<file path="config.mk">
export PLATFORM = sky130hd
export DESIGN_NAME = motor_feedback_odometry_top
export DESIGN_NICKNAME = d
export VERILOG_FILES = /design/src/design/mfo_pkg.sv /design/src/design/mfo_div.sv /design/src/design/mfo_cfg.sv /design/src/design/mfo_core.sv /design/src/design/motor_feedback_odometry_top.sv
export SDC_FILE = /design/constraint.sdc
export NUM_CORES = 2
export LEC_CHECK = 0
export BUFFER_PORTS_ARGS = -buffer_cell sky130_fd_sc_hd__buf_2
export CORE_ASPECT_RATIO = 0.6
export CORE_MARGIN = 3
export CORE_UTILIZATION = 47
export DETAILED_ROUTE_END_ITERATION = 12
export PLACE_DENSITY = 0.65
export REMOVE_ABC_BUFFERS = 1
export SKIP_LAST_GASP = 1
export SLEW_MARGIN = 20
export SYNTH_ARGS = -nofsm -noshare
export SYNTH_HDL_FRONTEND = slang
export SYNTH_SLANG_ARGS = --single-unit
</file>
<file path="constraint.sdc">
create_clock -name i_clk -period 16.5 [get_ports i_clk]
set_input_delay 1.65 -clock i_clk [delete_from_list [all_inputs] [get_ports i_clk]]
set_output_delay 1.65 -clock i_clk [all_outputs]
set_load 0.01 [all_outputs]
</file>
<file path="src/design/mfo_pkg.sv">
`timescale 1ns / 1ps
// ----------------------------------------------------------------------------
// mfo_pkg
// Shared types, widths and constants of the motor feedback odometry block.
// ----------------------------------------------------------------------------
package mfo_pkg;

    // stream word widths
    localparam int IN_TDATA_W  = 56;
    localparam int OUT_TDATA_W = 144;

    // configuration port
    localparam int CFG_ADDR_W = 3;
    localparam int CFG_DATA_W = 31;

    // working width of the position math
    localparam int P_W = 24;

    // shared divider: dividend width, step counter width and step counts
    localparam int DIV_DW     = 53;
    localparam int DIV_CW     = 6;
    localparam int WRAP_BITS  = 23;
    localparam int DIST_BITS  = 44;
    localparam int ANG_BITS   = 53;

    // shared multiplier operand widths
    localparam int MUL_AW = 23;
    localparam int MUL_BW = 31;
    localparam int MUL_W  = MUL_AW + MUL_BW;

    typedef enum logic [CFG_ADDR_W-1:0] {
        CFG_POS_MAX      = 3'd0,
        CFG_POS_MIN      = 3'd1,
        CFG_POS_SPAN     = 3'd2,
        CFG_WRAP_LIMIT   = 3'd3,
        CFG_GEAR_RATIO   = 3'd4,
        CFG_CIRCUMF      = 3'd5,
        CFG_CENTER       = 3'd6,
        CFG_ANGLE_SPAN   = 3'd7
    } t_cfg_idx;

    typedef struct packed {
        logic signed [20:0] pos_max;
        logic signed [20:0] pos_min;
        logic        [20:0] pos_span;
        logic        [13:0] wrap_limit;
        logic        [6:0]  gear_ratio;
        logic        [23:0] circumference;
        logic signed [20:0] center;
        logic        [30:0] angle_span;
    } t_cfg;

    localparam logic signed [20:0] RST_POS_MAX    = 21'sd4096;
    localparam logic signed [20:0] RST_POS_MIN    = -21'sd4096;
    localparam logic        [20:0] RST_POS_SPAN   = 21'd8192;
    localparam logic        [13:0] RST_WRAP_LIMIT = 14'd4096;
    localparam logic        [6:0]  RST_GEAR_RATIO = 7'd1;
    localparam logic        [23:0] RST_CIRCUMF    = 24'd0;
    localparam logic signed [20:0] RST_CENTER     = 21'sd0;
    localparam logic        [30:0] RST_ANGLE_SPAN = 31'd411775;

    typedef struct packed {
        logic        [12:0] angle;
        logic signed [20:0] position;
        logic signed [31:0] distance;
        logic signed [31:0] angle_q16;
    } t_res;

    typedef enum logic [3:0] {
        ST_IDLE,
        ST_DELTA,
        ST_SUM,
        ST_WRAP_HI,
        ST_WAIT_HI,
        ST_WRAP_LO,
        ST_WAIT_LO,
        ST_STORE,
        ST_DIST_MUL,
        ST_DIST_DIV,
        ST_WAIT_DIST,
        ST_ANG_ADJ,
        ST_ANG_MUL,
        ST_ANG_DIV,
        ST_WAIT_ANG,
        ST_OUT
    } t_state;

    // signed 32-bit saturation of a sign and a quotient magnitude
    function automatic logic [31:0] sat_q(input logic neg, input logic [DIV_DW-1:0] q);
        logic [31:0] r;
        if (!neg) begin
            r = (|q[DIV_DW-1:31]) ? 32'h7FFF_FFFF : q[31:0];
        end else if ((|q[DIV_DW-1:32]) || (q[31] && (|q[30:0]))) begin
            r = 32'h8000_0000;
        end else begin
            r = ~q[31:0] + 32'd1;
        end
        return r;
    endfunction

endpackage

</file>
<file path="src/design/mfo_div.sv">
`timescale 1ns / 1ps
// ----------------------------------------------------------------------------
// mfo_div
// Shared restoring divider, one quotient bit per cycle, unsigned operands.
// ----------------------------------------------------------------------------
module mfo_div
    import mfo_pkg::*;
#(
    parameter int DV = 23
) (
    input  logic              i_clk,
    input  logic              i_rst_n,
    input  logic              i_start,
    input  logic [DIV_DW-1:0] i_dividend,
    input  logic [DV-1:0]     i_divisor,
    input  logic [DIV_CW-1:0] i_count,
    output logic              o_done,
    output logic [DIV_DW-1:0] o_quotient,
    output logic [DV-1:0]     o_remainder
);

    logic              r_busy;
    logic              r_done;
    logic [DIV_CW-1:0] r_cnt;
    logic [DV-1:0]     r_rem;
    logic [DIV_DW-1:0] r_quo;
    logic [DV-1:0]     r_dvs;

    logic [DV:0]   shifted;
    logic [DV+1:0] trial;
    logic          take;

    assign shifted = {r_rem, r_quo[DIV_DW-1]};
    assign trial   = {1'b0, shifted} - {2'b00, r_dvs};
    assign take    = ~trial[DV+1];

    always_ff @(posedge i_clk) begin
        if (!i_rst_n) begin
            r_busy <= 1'b0;
            r_done <= 1'b0;
            r_cnt  <= '0;
        end else begin
            r_done <= 1'b0;
            if (i_start) begin
                r_busy <= 1'b1;
                r_cnt  <= i_count;
            end else if (r_busy) begin
                r_cnt <= r_cnt - 1'b1;
                if (r_cnt == DIV_CW'(1)) begin
                    r_busy <= 1'b0;
                    r_done <= 1'b1;
                end
            end
        end
    end

    // dividend is left-aligned, so after count steps the quotient sits in the low bits
    always_ff @(posedge i_clk) begin
        if (i_start) begin
            r_rem <= '0;
            r_quo <= i_dividend;
            r_dvs <= i_divisor;
        end else if (r_busy) begin
            r_rem <= take ? trial[DV-1:0] : shifted[DV-1:0];
            r_quo <= {r_quo[DIV_DW-2:0], take};
        end
    end

    assign o_done      = r_done;
    assign o_quotient  = r_quo;
    assign o_remainder = r_rem;

endmodule

</file>
<file path="src/design/mfo_cfg.sv">
`timescale 1ns / 1ps
// ----------------------------------------------------------------------------
// mfo_cfg
// Configuration register file, written by index, no read-back.
// ----------------------------------------------------------------------------
module mfo_cfg
    import mfo_pkg::*;
(
    input  logic                  i_clk,
    input  logic                  i_rst_n,
    input  logic                  i_we,
    input  logic [CFG_ADDR_W-1:0] i_addr,
    input  logic [CFG_DATA_W-1:0] i_wdata,
    output t_cfg                  o_cfg
);

    t_cfg r_cfg;

    always_ff @(posedge i_clk) begin
        if (!i_rst_n) begin
            r_cfg.pos_max       <= RST_POS_MAX;
            r_cfg.pos_min       <= RST_POS_MIN;
            r_cfg.pos_span      <= RST_POS_SPAN;
            r_cfg.wrap_limit    <= RST_WRAP_LIMIT;
            r_cfg.gear_ratio    <= RST_GEAR_RATIO;
            r_cfg.circumference <= RST_CIRCUMF;
            r_cfg.center        <= RST_CENTER;
            r_cfg.angle_span    <= RST_ANGLE_SPAN;
        end else if (i_we) begin
            unique case (t_cfg_idx'(i_addr))
                CFG_POS_MAX:    r_cfg.pos_max       <= i_wdata[20:0];
                CFG_POS_MIN:    r_cfg.pos_min       <= i_wdata[20:0];
                CFG_POS_SPAN:   r_cfg.pos_span      <= i_wdata[20:0];
                CFG_WRAP_LIMIT: r_cfg.wrap_limit    <= i_wdata[13:0];
                CFG_GEAR_RATIO: r_cfg.gear_ratio    <= i_wdata[6:0];
                CFG_CIRCUMF:    r_cfg.circumference <= i_wdata[23:0];
                CFG_CENTER:     r_cfg.center        <= i_wdata[20:0];
                CFG_ANGLE_SPAN: r_cfg.angle_span    <= i_wdata[30:0];
                default:        r_cfg.angle_span    <= r_cfg.angle_span;
            endcase
        end
    end

    assign o_cfg = r_cfg;

endmodule

</file>
<file path="src/design/mfo_core.sv">
`timescale 1ns / 1ps
// ----------------------------------------------------------------------------
// mfo_core
// Sequencer and datapath: position tracking, wrap, distance and angle, all
// divisions on one shared bit-serial divider and products on one multiplier.
// ----------------------------------------------------------------------------
module mfo_core
    import mfo_pkg::*;
#(
    parameter int RAW_TICKS_PER_TURN = 8192
) (
    input  logic        i_clk,
    input  logic        i_rst_n,
    input  t_cfg        i_cfg,
    input  logic        i_start,
    input  logic [12:0] i_angle,
    output logic        o_ready,
    output logic        o_done,
    input  logic        i_out_ready,
    output t_res        o_res
);

    localparam int GT_W   = $clog2(RAW_TICKS_PER_TURN * 127 + 1);
    localparam int DIV_DV = (GT_W > 21) ? GT_W : 21;

    t_state r_state;
    t_state n_state;

    // tracker state
    logic               r_seeded;
    logic [12:0]        r_prev;
    logic signed [20:0] r_acc;

    // per-item working registers
    logic [12:0]          r_angle;
    logic signed [P_W-1:0] r_delta;
    logic signed [P_W-1:0] r_p;
    logic signed [P_W-1:0] r_rel;
    logic                  r_neg;
    logic [MUL_W-1:0]      r_prod;
    logic [31:0]           r_dist;
    logic [31:0]           r_ang;

    // widened configuration
    logic signed [P_W-1:0] pmax_x, pmin_x, span_x, limit_x, center_x, raw_x;
    logic signed [P_W-1:0] acc_x, angle_x, prev_x, rem_x;
    logic                  span_nz;
    logic [DIV_DV-1:0]     turn_ticks;
    logic [DIV_DV-1:0]     span_dv;

    assign pmax_x   = {{(P_W-21){i_cfg.pos_max[20]}}, i_cfg.pos_max};
    assign pmin_x   = {{(P_W-21){i_cfg.pos_min[20]}}, i_cfg.pos_min};
    assign center_x = {{(P_W-21){i_cfg.center[20]}}, i_cfg.center};
    assign span_x   = {{(P_W-21){1'b0}}, i_cfg.pos_span};
    assign limit_x  = {{(P_W-14){1'b0}}, i_cfg.wrap_limit};
    assign raw_x    = P_W'(RAW_TICKS_PER_TURN);
    assign acc_x    = {{(P_W-21){r_acc[20]}}, r_acc};
    assign angle_x  = {{(P_W-13){1'b0}}, r_angle};
    assign prev_x   = {{(P_W-13){1'b0}}, r_prev};
    assign span_nz  = |i_cfg.pos_span;
    assign span_dv  = DIV_DV'(i_cfg.pos_span);
    assign turn_ticks = DIV_DV'(RAW_TICKS_PER_TURN)
                      * {{(DIV_DV-7){1'b0}}, i_cfg.gear_ratio};

    // shared divider
    logic              div_start;
    logic [DIV_DW-1:0] div_dividend;
    logic [DIV_DV-1:0] div_divisor;
    logic [DIV_CW-1:0] div_count;
    logic              div_done;
    logic [DIV_DW-1:0] div_quo;
    logic [DIV_DV-1:0] div_rem;

    mfo_div #(
        .DV (DIV_DV)
    ) u_div (
        .i_clk       (i_clk),
        .i_rst_n     (i_rst_n),
        .i_start     (div_start),
        .i_dividend  (div_dividend),
        .i_divisor   (div_divisor),
        .i_count     (div_count),
        .o_done      (div_done),
        .o_quotient  (div_quo),
        .o_remainder (div_rem)
    );

    assign rem_x = {{(P_W-DIV_DV){1'b0}}, div_rem};

    // combinational datapath
    logic signed [P_W-1:0] delta_raw, delta_w;
    logic signed [P_W-1:0] seed_a, seed_b;
    logic signed [P_W-1:0] d_hi, d_lo;
    logic signed [P_W-1:0] rel_adj;
    logic signed [P_W-1:0] rel_neg;
    logic [20:0]           acc_mag;
    logic [MUL_AW-1:0]     mul_a;
    logic [MUL_BW-1:0]     mul_b;
    logic [MUL_W-1:0]      mul_p;

    // the one multiplier, shared by distance and angle
    assign mul_p = {{(MUL_W-MUL_AW){1'b0}}, mul_a} * {{(MUL_W-MUL_BW){1'b0}}, mul_b};

    always_comb begin
        delta_raw = angle_x - prev_x;
        if (delta_raw > limit_x) begin
            delta_w = delta_raw - raw_x;
        end else if (delta_raw < -limit_x) begin
            delta_w = delta_raw + raw_x;
        end else begin
            delta_w = delta_raw;
        end

        // seed frame: at most one span each way
        seed_a = (span_nz && (angle_x > pmax_x)) ? (angle_x - span_x) : angle_x;
        seed_b = (span_nz && (seed_a < pmin_x)) ? (seed_a + span_x) : seed_a;

        // remainder operands for the ceil-multiple wrap
        d_hi = r_p - pmax_x - P_W'(1);
        d_lo = pmin_x - r_p - P_W'(1);

        if (r_rel > pmax_x) begin
            rel_adj = r_rel - span_x;
        end else if (r_rel < pmin_x) begin
            rel_adj = r_rel + span_x;
        end else begin
            rel_adj = r_rel;
        end

        rel_neg = -r_rel;
        acc_mag = r_acc[20] ? (~r_acc + 21'd1) : r_acc;
    end

    // next state
    always_comb begin
        n_state = r_state;
        unique case (r_state)
            ST_IDLE:      if (i_start) n_state = ST_DELTA;
            ST_DELTA:     n_state = ST_SUM;
            ST_SUM:       n_state = (r_seeded && span_nz) ? ST_WRAP_HI : ST_STORE;
            ST_WRAP_HI:   n_state = (r_p > pmax_x) ? ST_WAIT_HI : ST_WRAP_LO;
            ST_WAIT_HI:   if (div_done) n_state = ST_WRAP_LO;
            ST_WRAP_LO:   n_state = (r_p < pmin_x) ? ST_WAIT_LO : ST_STORE;
            ST_WAIT_LO:   if (div_done) n_state = ST_STORE;
            ST_STORE:     n_state = ST_DIST_MUL;
            ST_DIST_MUL:  n_state = ST_DIST_DIV;
            ST_DIST_DIV:  n_state = (|i_cfg.gear_ratio) ? ST_WAIT_DIST : ST_ANG_ADJ;
            ST_WAIT_DIST: if (div_done) n_state = ST_ANG_ADJ;
            ST_ANG_ADJ:   n_state = span_nz ? ST_ANG_MUL : ST_OUT;
            ST_ANG_MUL:   n_state = ST_ANG_DIV;
            ST_ANG_DIV:   n_state = ST_WAIT_ANG;
            ST_WAIT_ANG:  if (div_done) n_state = ST_OUT;
            ST_OUT:       if (i_out_ready) n_state = ST_IDLE;
            default:      n_state = ST_IDLE;
        endcase
    end

    // state outputs: divider launch, multiplier operands and handshake flags
    always_comb begin
        div_start    = 1'b0;
        div_dividend = '0;
        div_divisor  = span_dv;
        div_count    = DIV_CW'(WRAP_BITS);
        mul_a        = {{(MUL_AW-21){1'b0}}, acc_mag};
        mul_b        = {{(MUL_BW-24){1'b0}}, i_cfg.circumference};
        o_ready      = 1'b0;
        o_done       = 1'b0;
        unique case (r_state)
            ST_IDLE: begin
                o_ready = 1'b1;
            end
            ST_WRAP_HI: begin
                div_start    = r_p > pmax_x;
                div_dividend = {d_hi[WRAP_BITS-1:0], {(DIV_DW-WRAP_BITS){1'b0}}};
            end
            ST_WRAP_LO: begin
                div_start    = r_p < pmin_x;
                div_dividend = {d_lo[WRAP_BITS-1:0], {(DIV_DW-WRAP_BITS){1'b0}}};
            end
            ST_DIST_DIV: begin
                div_start    = |i_cfg.gear_ratio;
                div_dividend = {r_prod[DIST_BITS-1:0], {(DIV_DW-DIST_BITS){1'b0}}};
                div_divisor  = turn_ticks;
                div_count    = DIV_CW'(DIST_BITS);
            end
            ST_ANG_MUL: begin
                mul_a = r_rel[P_W-1] ? rel_neg[MUL_AW-1:0] : r_rel[MUL_AW-1:0];
                mul_b = i_cfg.angle_span;
            end
            ST_ANG_DIV: begin
                div_start    = 1'b1;
                div_dividend = r_prod[ANG_BITS-1:0];
                div_count    = DIV_CW'(ANG_BITS);
            end
            ST_OUT: begin
                o_done = 1'b1;
            end
            default: begin
                div_start = 1'b0;
            end
        endcase
    end

    always_ff @(posedge i_clk) begin
        if (!i_rst_n) begin
            r_state  <= ST_IDLE;
            r_seeded <= 1'b0;
            r_prev   <= '0;
            r_acc    <= '0;
        end else begin
            r_state <= n_state;
            if (r_state == ST_STORE) begin
                r_seeded <= 1'b1;
                r_prev   <= r_angle;
                r_acc    <= r_p[20:0];
            end
        end
    end

    always_ff @(posedge i_clk) begin
        case (r_state)
            ST_IDLE: begin
                if (i_start) r_angle <= i_angle;
            end
            ST_DELTA: begin
                r_delta <= delta_w;
            end
            ST_SUM: begin
                r_p <= r_seeded ? (acc_x + r_delta) : seed_b;
            end
            ST_WAIT_HI: begin
                if (div_done) r_p <= pmax_x - span_x + P_W'(1) + rem_x;
            end
            ST_WAIT_LO: begin
                if (div_done) r_p <= pmin_x + span_x - P_W'(1) - rem_x;
            end
            ST_DIST_MUL: begin
                r_prod <= mul_p;
                r_rel  <= acc_x - center_x;
                r_neg  <= r_acc[20];
                r_dist <= '0;
            end
            ST_WAIT_DIST: begin
                if (div_done) r_dist <= sat_q(r_neg, div_quo);
            end
            ST_ANG_ADJ: begin
                r_rel <= rel_adj;
                r_neg <= rel_adj[P_W-1];
                r_ang <= '0;
            end
            ST_ANG_MUL: begin
                r_prod <= mul_p;
            end
            ST_WAIT_ANG: begin
                if (div_done) r_ang <= sat_q(r_neg, div_quo);
            end
            default: begin
                r_prod <= r_prod;
            end
        endcase
    end

    assign o_res.angle     = r_angle;
    assign o_res.position  = r_acc;
    assign o_res.distance  = r_dist;
    assign o_res.angle_q16 = r_ang;

endmodule

</file>
<file path="src/design/motor_feedback_odometry_top.sv">
`timescale 1ns / 1ps
// ----------------------------------------------------------------------------
// motor_feedback_odometry_top
// Multi-turn encoder position tracker for one motor feedback stream.
// ----------------------------------------------------------------------------
// Input stream: one feedback frame per word (angle, speed, torque,
// temperature). Output stream: one result word per frame, carrying the
// pass-through fields, the wrapped geared position, the travel distance and
// the recentred angle in Q16.16 radians. Configuration registers are written
// through the index/data port; the user must write them only while no frame
// is in flight, as the block itself does not enforce this. One frame at a
// time: the next frame is accepted once the result is in the output register.
// The shared one-bit-per-cycle divider runs 44 steps for distance, 53 for
// angle, and 23 for each wrap that is needed.
// Reset clears the tracker, so the first frame after reset seeds the position
// from its raw angle; registers return to their default values.
// A finished result sits in the output register until taken; the next frame
// is accepted meanwhile, and the sequencer holds its own result if the output
// register is still occupied.
// ----------------------------------------------------------------------------
module motor_feedback_odometry_top
    import mfo_pkg::*;
#(
    parameter int RAW_TICKS_PER_TURN = 8192
) (
    input  logic                   i_clk,
    input  logic                   i_rst_n,
    input  logic                   s_axis_tvalid,
    output logic                   s_axis_tready,
    // raw_angle[12:0], raw_speed[28:13], raw_torque[44:29], raw_temperature[52:45]
    input  logic [IN_TDATA_W-1:0]  s_axis_tdata,
    output logic                   m_axis_tvalid,
    input  logic                   m_axis_tready,
    // angle_out[12:0], speed_out[28:13], torque_out[44:29], temperature_out[52:45],
    // geared_position[73:53], travel_distance[105:74], centered_angle_q16[137:106]
    output logic [OUT_TDATA_W-1:0] m_axis_tdata,
    input  logic                   i_cfg_we,
    input  logic [CFG_ADDR_W-1:0]  i_cfg_addr,
    input  logic [CFG_DATA_W-1:0]  i_cfg_wdata
);

    t_cfg cfg;
    t_res res;

    logic in_accept;
    logic core_ready;
    logic core_done;
    logic out_free;
    logic out_load;

    logic [15:0]            r_speed;
    logic [15:0]            r_torque;
    logic [7:0]             r_temp;
    logic                   r_m_valid;
    logic [OUT_TDATA_W-1:0] r_m_data;

    mfo_cfg u_cfg (
        .i_clk   (i_clk),
        .i_rst_n (i_rst_n),
        .i_we    (i_cfg_we),
        .i_addr  (i_cfg_addr),
        .i_wdata (i_cfg_wdata),
        .o_cfg   (cfg)
    );

    mfo_core #(
        .RAW_TICKS_PER_TURN (RAW_TICKS_PER_TURN)
    ) u_core (
        .i_clk       (i_clk),
        .i_rst_n     (i_rst_n),
        .i_cfg       (cfg),
        .i_start     (in_accept),
        .i_angle     (s_axis_tdata[12:0]),
        .o_ready     (core_ready),
        .o_done      (core_done),
        .i_out_ready (out_free),
        .o_res       (res)
    );

    assign s_axis_tready = core_ready;
    assign in_accept     = s_axis_tvalid & core_ready;
    assign out_free      = ~r_m_valid | m_axis_tready;
    assign out_load      = core_done & out_free;

    // pass-through fields of the frame in flight
    always_ff @(posedge i_clk) begin
        if (in_accept) begin
            r_speed  <= s_axis_tdata[28:13];
            r_torque <= s_axis_tdata[44:29];
            r_temp   <= s_axis_tdata[52:45];
        end
    end

    always_ff @(posedge i_clk) begin
        if (!i_rst_n) begin
            r_m_valid <= 1'b0;
        end else if (out_load) begin
            r_m_valid <= 1'b1;
        end else if (m_axis_tready) begin
            r_m_valid <= 1'b0;
        end
    end

    always_ff @(posedge i_clk) begin
        if (out_load) begin
            r_m_data <= {6'b0, res.angle_q16, res.distance, res.position,
                         r_temp, r_torque, r_speed, res.angle};
        end
    end

    assign m_axis_tvalid = r_m_valid;
    assign m_axis_tdata  = r_m_data;

endmodule
</file>
Yosys cells after proc, flatten, opt, wreduce, memory -nomap -nowiden:

Cells that the tools add are included.

* memories kept: 0
* word-level logic and storage cells: 191
* output and inout bits: 146
* latch bits: 0
* bits in registers: 684
* input port bits: 95
* bits in read-only memories: 0
* memory bits (writable): 0

* shifts and indexed selects: 0
* bitwise logic cells: 9
* $add $sub $neg: 25
* div/mod/pow operators: 0
* equal/unequal tests: 30
* reduce and logical (&&, ||, !) cells: 34
* muxes and demuxes: 51
* multipliers: 1
* order comparisons: 8

Operators with widths (number)
* 2-to-1 mux 24 bit: 9
* one-hot mux 53 bit (4 select lines): 1
* 2-to-1 mux 32 bit: 4
* one-hot mux 32 bit (2 select lines): 2
* 2-to-1 mux 53 bit: 2
* adder 24 x 22 -> 24 bit: 3
* less-than comparator 24 x 21 -> 1 bit: 3
* one-hot mux 24 bit (3 select lines): 1
* one-hot mux 4 bit (16 select lines): 1
* multiplier 23 x 31 -> 53 bit: 1
* greater-than comparator 24 x 21 -> 1 bit: 2
* one-hot mux 24 bit (2 select lines): 1
* subtractor 24 x 22 -> 24 bit: 2
* 2-to-1 mux 23 bit: 2
* subtractor 23 x 2 -> 23 bit (second input constant): 2
* 2-to-1 mux 21 bit: 2
* OR reduction 21 bit: 2
* adder 32 x 1 -> 32 bit (second input constant): 1
* == test 4 bit (second input constant): 8
* NOT 32 bit: 1
* 2-to-1 mux 31 bit: 1
* OR reduction 31 bit: 1
* adder 21 x 24 -> 24 bit: 1
* adder 24 x 15 -> 24 bit (second input constant): 1
* other kinds (53): 104

Logic depth before layout (Yosys ltp):

* depth after elaboration: 8
* gate-level depth with buffers: 36

By module:

A second synthesis with hierarchy kept.

* cell total of the unflattened synthesis: 7107
* area, all modules: 66097.1 um2

By module, submodules not included
* mfo_core: seq. area each 6606.3 um2, area each 49418.6 um2, instances 1, cells an instance 5888
* mfo_cfg: seq. area each 3203.1 um2, area each 5994.5 um2, instances 1, cells an instance 583
* motor_feedback_odometry_top: seq. area each 5365.1 um2, area each 5457.7 um2, instances 1, cells an instance 191
* mfo_div: seq. area each 2802.7 um2, area each 5226.3 um2, instances 1, cells an instance 445

Worst setup path after synthesis:

OpenSTA, ideal clock, no wires.

* path kind: input to register
* from: input m_axis_tready
* to: register r_m_data[0], in the netlist m_axis_tdata[0], enable pin
* stages on the path: 2
* data required time: 15693 ps
* library setup time: 807 ps
* path slack: 4638 ps
* arrival: 11056 ps
* path through: nor2b_1 nor3_1

* cells in the longest elaborated chain, start to end: 2

Ends and longest elaborated chain
* from (decl): line motor_feedback_odometry_top.sv:33 `input logic m_axis_tready,`
* bitwise OR 1 bit: line motor_feedback_odometry_top.sv:82 `assign out_free = ~r_m_valid | m_axis_tready;`
* bitwise AND 1 bit: line motor_feedback_odometry_top.sv:83 `assign out_load = core_done & out_free;`
* via out_load: line motor_feedback_odometry_top.sv:49 `logic out_load;`
* to (signal assigned): line motor_feedback_odometry_top.sv:106 `r_m_data <= {6'b0, res.angle_q16, res.distance, res.position,`
* to (decl): line motor_feedback_odometry_top.sv:55 `logic [OUT_TDATA_W-1:0] r_m_data;`

The timed path passes the listed nets, and every way through them passes these cells.
A chain may end at the register's enable or synchronous reset.

Worst setup path in the final report:

* from: register u_core.r_acc[2]
* to: register u_core.r_prod[49], data pin

* cells in the longest elaborated chain, start to end: 5

Ends and longest elaborated chain
* from (decl): line mfo_core.sv:32 `logic signed [20:0] r_acc;`
* from (signal assigned): line mfo_core.sv:215 `r_acc <= r_p[20:0];`
* NOT 21 bit: line mfo_core.sv:131 `acc_mag = r_acc[20] ? (~r_acc + 21'd1) : r_acc;`
* adder 21 x 1 -> 21 bit: line mfo_core.sv:131
* 2-to-1 mux 21 bit (*): line mfo_core.sv:131
* 2-to-1 mux 23 bit (*): line mfo_core.sv:168 `unique case (r_state)`
* multiplier 23 x 31 -> 53 bit (*): line mfo_core.sv:102 `assign mul_p = {{(MUL_W-MUL_AW){1'b0}}, mul_a} * {{(MUL_W-MUL_BW){1'b0}}, mul_b};`
* via u_core.mul_p[49]: line mfo_core.sv:99 `logic [MUL_W-1:0] mul_p;`
* to (signal assigned): line mfo_core.sv:238 `r_prod <= mul_p;`
* to (signal assigned): line mfo_core.sv:252 `r_prod <= mul_p;`
* to (signal assigned): line mfo_core.sv:258 `r_prod <= r_prod;`
* to (decl): line mfo_core.sv:40 `logic [MUL_W-1:0] r_prod;`

Mark *: on every way through the listed nets, which the timed path passes. The rest lies on a longest branch.

==> metrics <==
final hold vios 0; VDD IR max 0.0828 mV; core region area 0.140 mm2; status completed; RSZ-0062 raised after global routing no; Initial Utilization 0.476; Post-Syn Area ~0.067 mm2; Longest Clk Path Bufs 3; vias in the first global route 53200; top cells by area, synth edfxtp_1, fa_1, ha_1, nand2_1, dfxtp_1; Fillers 12800; Pwr per Cell Area 84.9 mW/mm2; Port Buf Inserts around 230; Total Routing Usage GR 0.343; Die Ht 297 um; Yosys reg bits 675; IO Pins 241; Site Rows 106; slowest cell on the critical path o41ai_1; CTS tree yes; total grt overflow 0; Final Core Density 0.521; Clock Latency Late Sink 0.71 ns; count of cell types in the netlist 94; CP Data Required Time 16.91 ns; min Tclk post-route 11.95 ns; routed vias/inst between 5 and 6; WL final 256000 um; Setup Fix Bufs, Post-CTS 0; Iter 0 DRT Violations roughly 7700; Synth Instances 7446; Post-synth ARST share 0; gpl congestion 1.04; Critical Path End Type register; HP Class reg -> reg; wire per inst 26.8 um; Die ar. between 0.1 and 0.15 mm2; Buf/Inv on CP 8; worst endpoint data arrival time between 10 and 15 ns; worst-path maximum fanout 29; drt drc 0; Tot Pwr 6190 uW; Final HPWL DP about 200000 um; maximum achievable frequency 83.7 MHz; CP startpoint kind register; vias 57400; delay of the slowest critical-path stage 0.87 ns; Worst-path clk slew roughly 0.070 ns; setup_tns 0 ns; largest net degree at the start of global routing 140; Post-Syn Area per Cell 8.94 um2; Max H-tree Level 3; max-slew violation count 0; Setup Skew 0.0367 ns; first-pass GRT wire length 368000 um; Final nets between 8000 and 9000; Slew @ Worst Pin around 1.2 ns; initial antenna violation count 24; Yosys top cell area share 0.201; first drt pass iteration count 9; largest area contributor in the netlist edfxtp_1; die width 492 um; count of final setup violators 0; leak pwr 0.0307 uW; layout cells sized above 1 0.0788; Layout area overhead 9.49%; cts hold-fix bufs 0; CP dominant cell by count fa_1; Tcrit/Tclk final 0.724; Worst path top cell family by delay adder cells; Final ANT Viol Nets 0; relative slew slack 0.179; # resized after CTS 0; Synth Warn # 0; critical setup path kind reg -> reg; Max Cap Viol 0; EDFF count, synth about 450; register area share after synthesis 0.270; clock sinks 675; CTS buffer count 72; ys flop type edfxtp_1; CTS Root Buffer Type clkbuf_16
[where the power goes]
group / leakage (uW) / internal [uW] / switching, uW
clock network: 0.00120 / 960 / 791
logic: 0.0237 / 801 / 1450
registers: 0.00581 / 2000 / 190
total: 0.0307 / 3760 / 2430
[placed cells by master (no fill, tap or decap), drive strengths merged, types with 45 or more instances in the layout]
cell and count:
o21ai 288, inv 935, fa 619, and2 77, a21o 114, nor2 556
o21a 62, edfxtp 446, a21oi 329, o211ai 45, xor2 101, nand2 1271
buf 395, nand3 78, clkbuf 91, a31oi 56, nand2b 71, ha 606
a221oi 45, nor2b 92, a21boi 185, a211oi 60, dfxtp 229, nor3 95
xnor2 196
[worst reg2reg max path, delay by kind of cell, from the launching register on]
family / cells / cell delay [ns]
adders and majority gates: 8 / 4.03
DFF: 1 / 0.30
buffers and inverters: 8 / 1.18
and+or+nand+nor: 8 / 2.86
AOI/OAI and AO/OA: 8 / 3.04
xor gates and xnor gates: 2 / 0.28
[cells by family (layout without fill, tap and decap cells)]
| group | count (synthesis) | count (layout) | share of synthesized area |
|---|---|---|---|
| buffers and inverters | 1236 | 1458 | 0.0706 |
| flip-flops | 675 | 675 | 0.270 |
| AO/OA/AOI/OAI | 1507 | 1507 | 0.151 |
| other | 1 | 16 | 0.0000563 |
| multiplexers | 42 | 42 | 0.00643 |
| AND/OR/NAND/NOR | 2463 | 2463 | 0.162 |
| adder cells (fa/ha/maj) | 1225 | 1225 | 0.300 |
| XOR/XNOR | 297 | 297 | 0.0391 |
[cell type report]
class	instances	area [um2]	share of cell area
Antenna cell	10	25.0	0.000343
Tap cell	1890	2360	0.0325
Sequential cell	675	18000	0.247
Timing Repair Buffer	395	2430	0.0333
Multi-Input combinational cell	5540	44100	0.605
Clock inverter	41	503	0.00690
Clock buffer	91	1970	0.0270
Inverter	931	3500	0.0480
[path summary, 6_finish.rpt]
| path | startpoint | to | slack, ns | depth (start not counted) |
|---|---|---|---|---|
| max | u_core.r_acc[2] | u_core.r_prod[49] | 4.55 | 34 |
| min | u_core.r_ang[30] | m_axis_tdata[136] | 0.42 | 0 |
| max reg2reg | u_core.r_acc[2] | u_core.r_prod[49] | 4.55 | 34 |
| min reg2reg | u_core.r_ang[30] | m_axis_tdata[136] | 0.42 | 0 |
[per-layer routing]
metal / up-vias / part of all wire / GRT usage
li1: 25500 / - / -
met1: 28100 / 0.47 / 0.548
met2: 3539 / 0.35 / 0.409
met3: 316 / 0.16 / 0.143
met4: 12 / 0.024 / 0.0814
met5: - / 0.00057 / 0.00487
[stage by stage]
| stage | worst slack, ns | hold slack [ns] | instance area, um2 | instances |
|---|---|---|---|---|
| floorplan | 3.09 | 0.400 | 65400 | 7146 |
| global placement | 5.07 | 0.400 | 70300 | 9429 |
| detailed placement | 4.97 | 0.405 | 70300 | 9429 |
| CTS | 4.93 | 0.404 | 72800 | 9561 |
| global route | 4.19 | 0.416 | 72900 | 9565 |
| finish | 4.55 | 0.416 | 72900 | 9573 |
[synth_stat cells (11+ instances only)]
| master | instances |
|---|---|
| nand2_1 | 1270 |
| inv_1 | 929 |
| fa_1 | 619 |
| ha_1 | 606 |
| nor2_1 | 555 |
| edfxtp_1 | 446 |
| a21oi_1 | 329 |
| o21ai_0 | 280 |
| clkbuf_1 | 273 |
| dfxtp_1 | 229 |
| xnor2_1 | 196 |
| a21boi_0 | 185 |
| a21o_1 | 114 |
| xor2_1 | 101 |
| nor3_1 | 94 |
| nor2b_1 | 92 |
| nand3_1 | 78 |
| and2_1 | 77 |
| nand2b_1 | 71 |
| o21a_1 | 62 |
| a211oi_1 | 58 |
| a31oi_1 | 56 |
| a221oi_1 | 45 |
| o211ai_1 | 45 |
| nand4_1 | 43 |
| o21bai_1 | 41 |
| o31ai_1 | 37 |
| or3_1 | 37 |
| mux2i_1 | 36 |
| nor4_1 | 34 |
| o22ai_1 | 28 |
| and3_1 | 23 |
| or4_1 | 20 |
| a222oi_1 | 19 |
| o41ai_1 | 18 |
| a22oi_1 | 16 |
| or2_2 | 16 |
| buf_1 | 15 |
| buf_4 | 15 |
| a211o_1 | 13 |
| a221o_1 | 13 |
| a311oi_1 | 12 |
| nand3b_1 | 11 |
| o311ai_0 | 11 |
[sequential cells by signal, summed over array words and instances (netlist names), 24 cells and up]
| register | count |
|---|---|
| u_core.u_div.o_quotient | 53 |
| m_axis_tdata | 138 |
| u_core.r_p | 24 |
| u_core.r_ang | 32 |
| u_core.r_rel | 24 |
| u_core.r_dist | 32 |
| u_cfg.o_cfg | 160 |
| u_core.r_prod | 53 |
(Power assumes the default switching activity.)
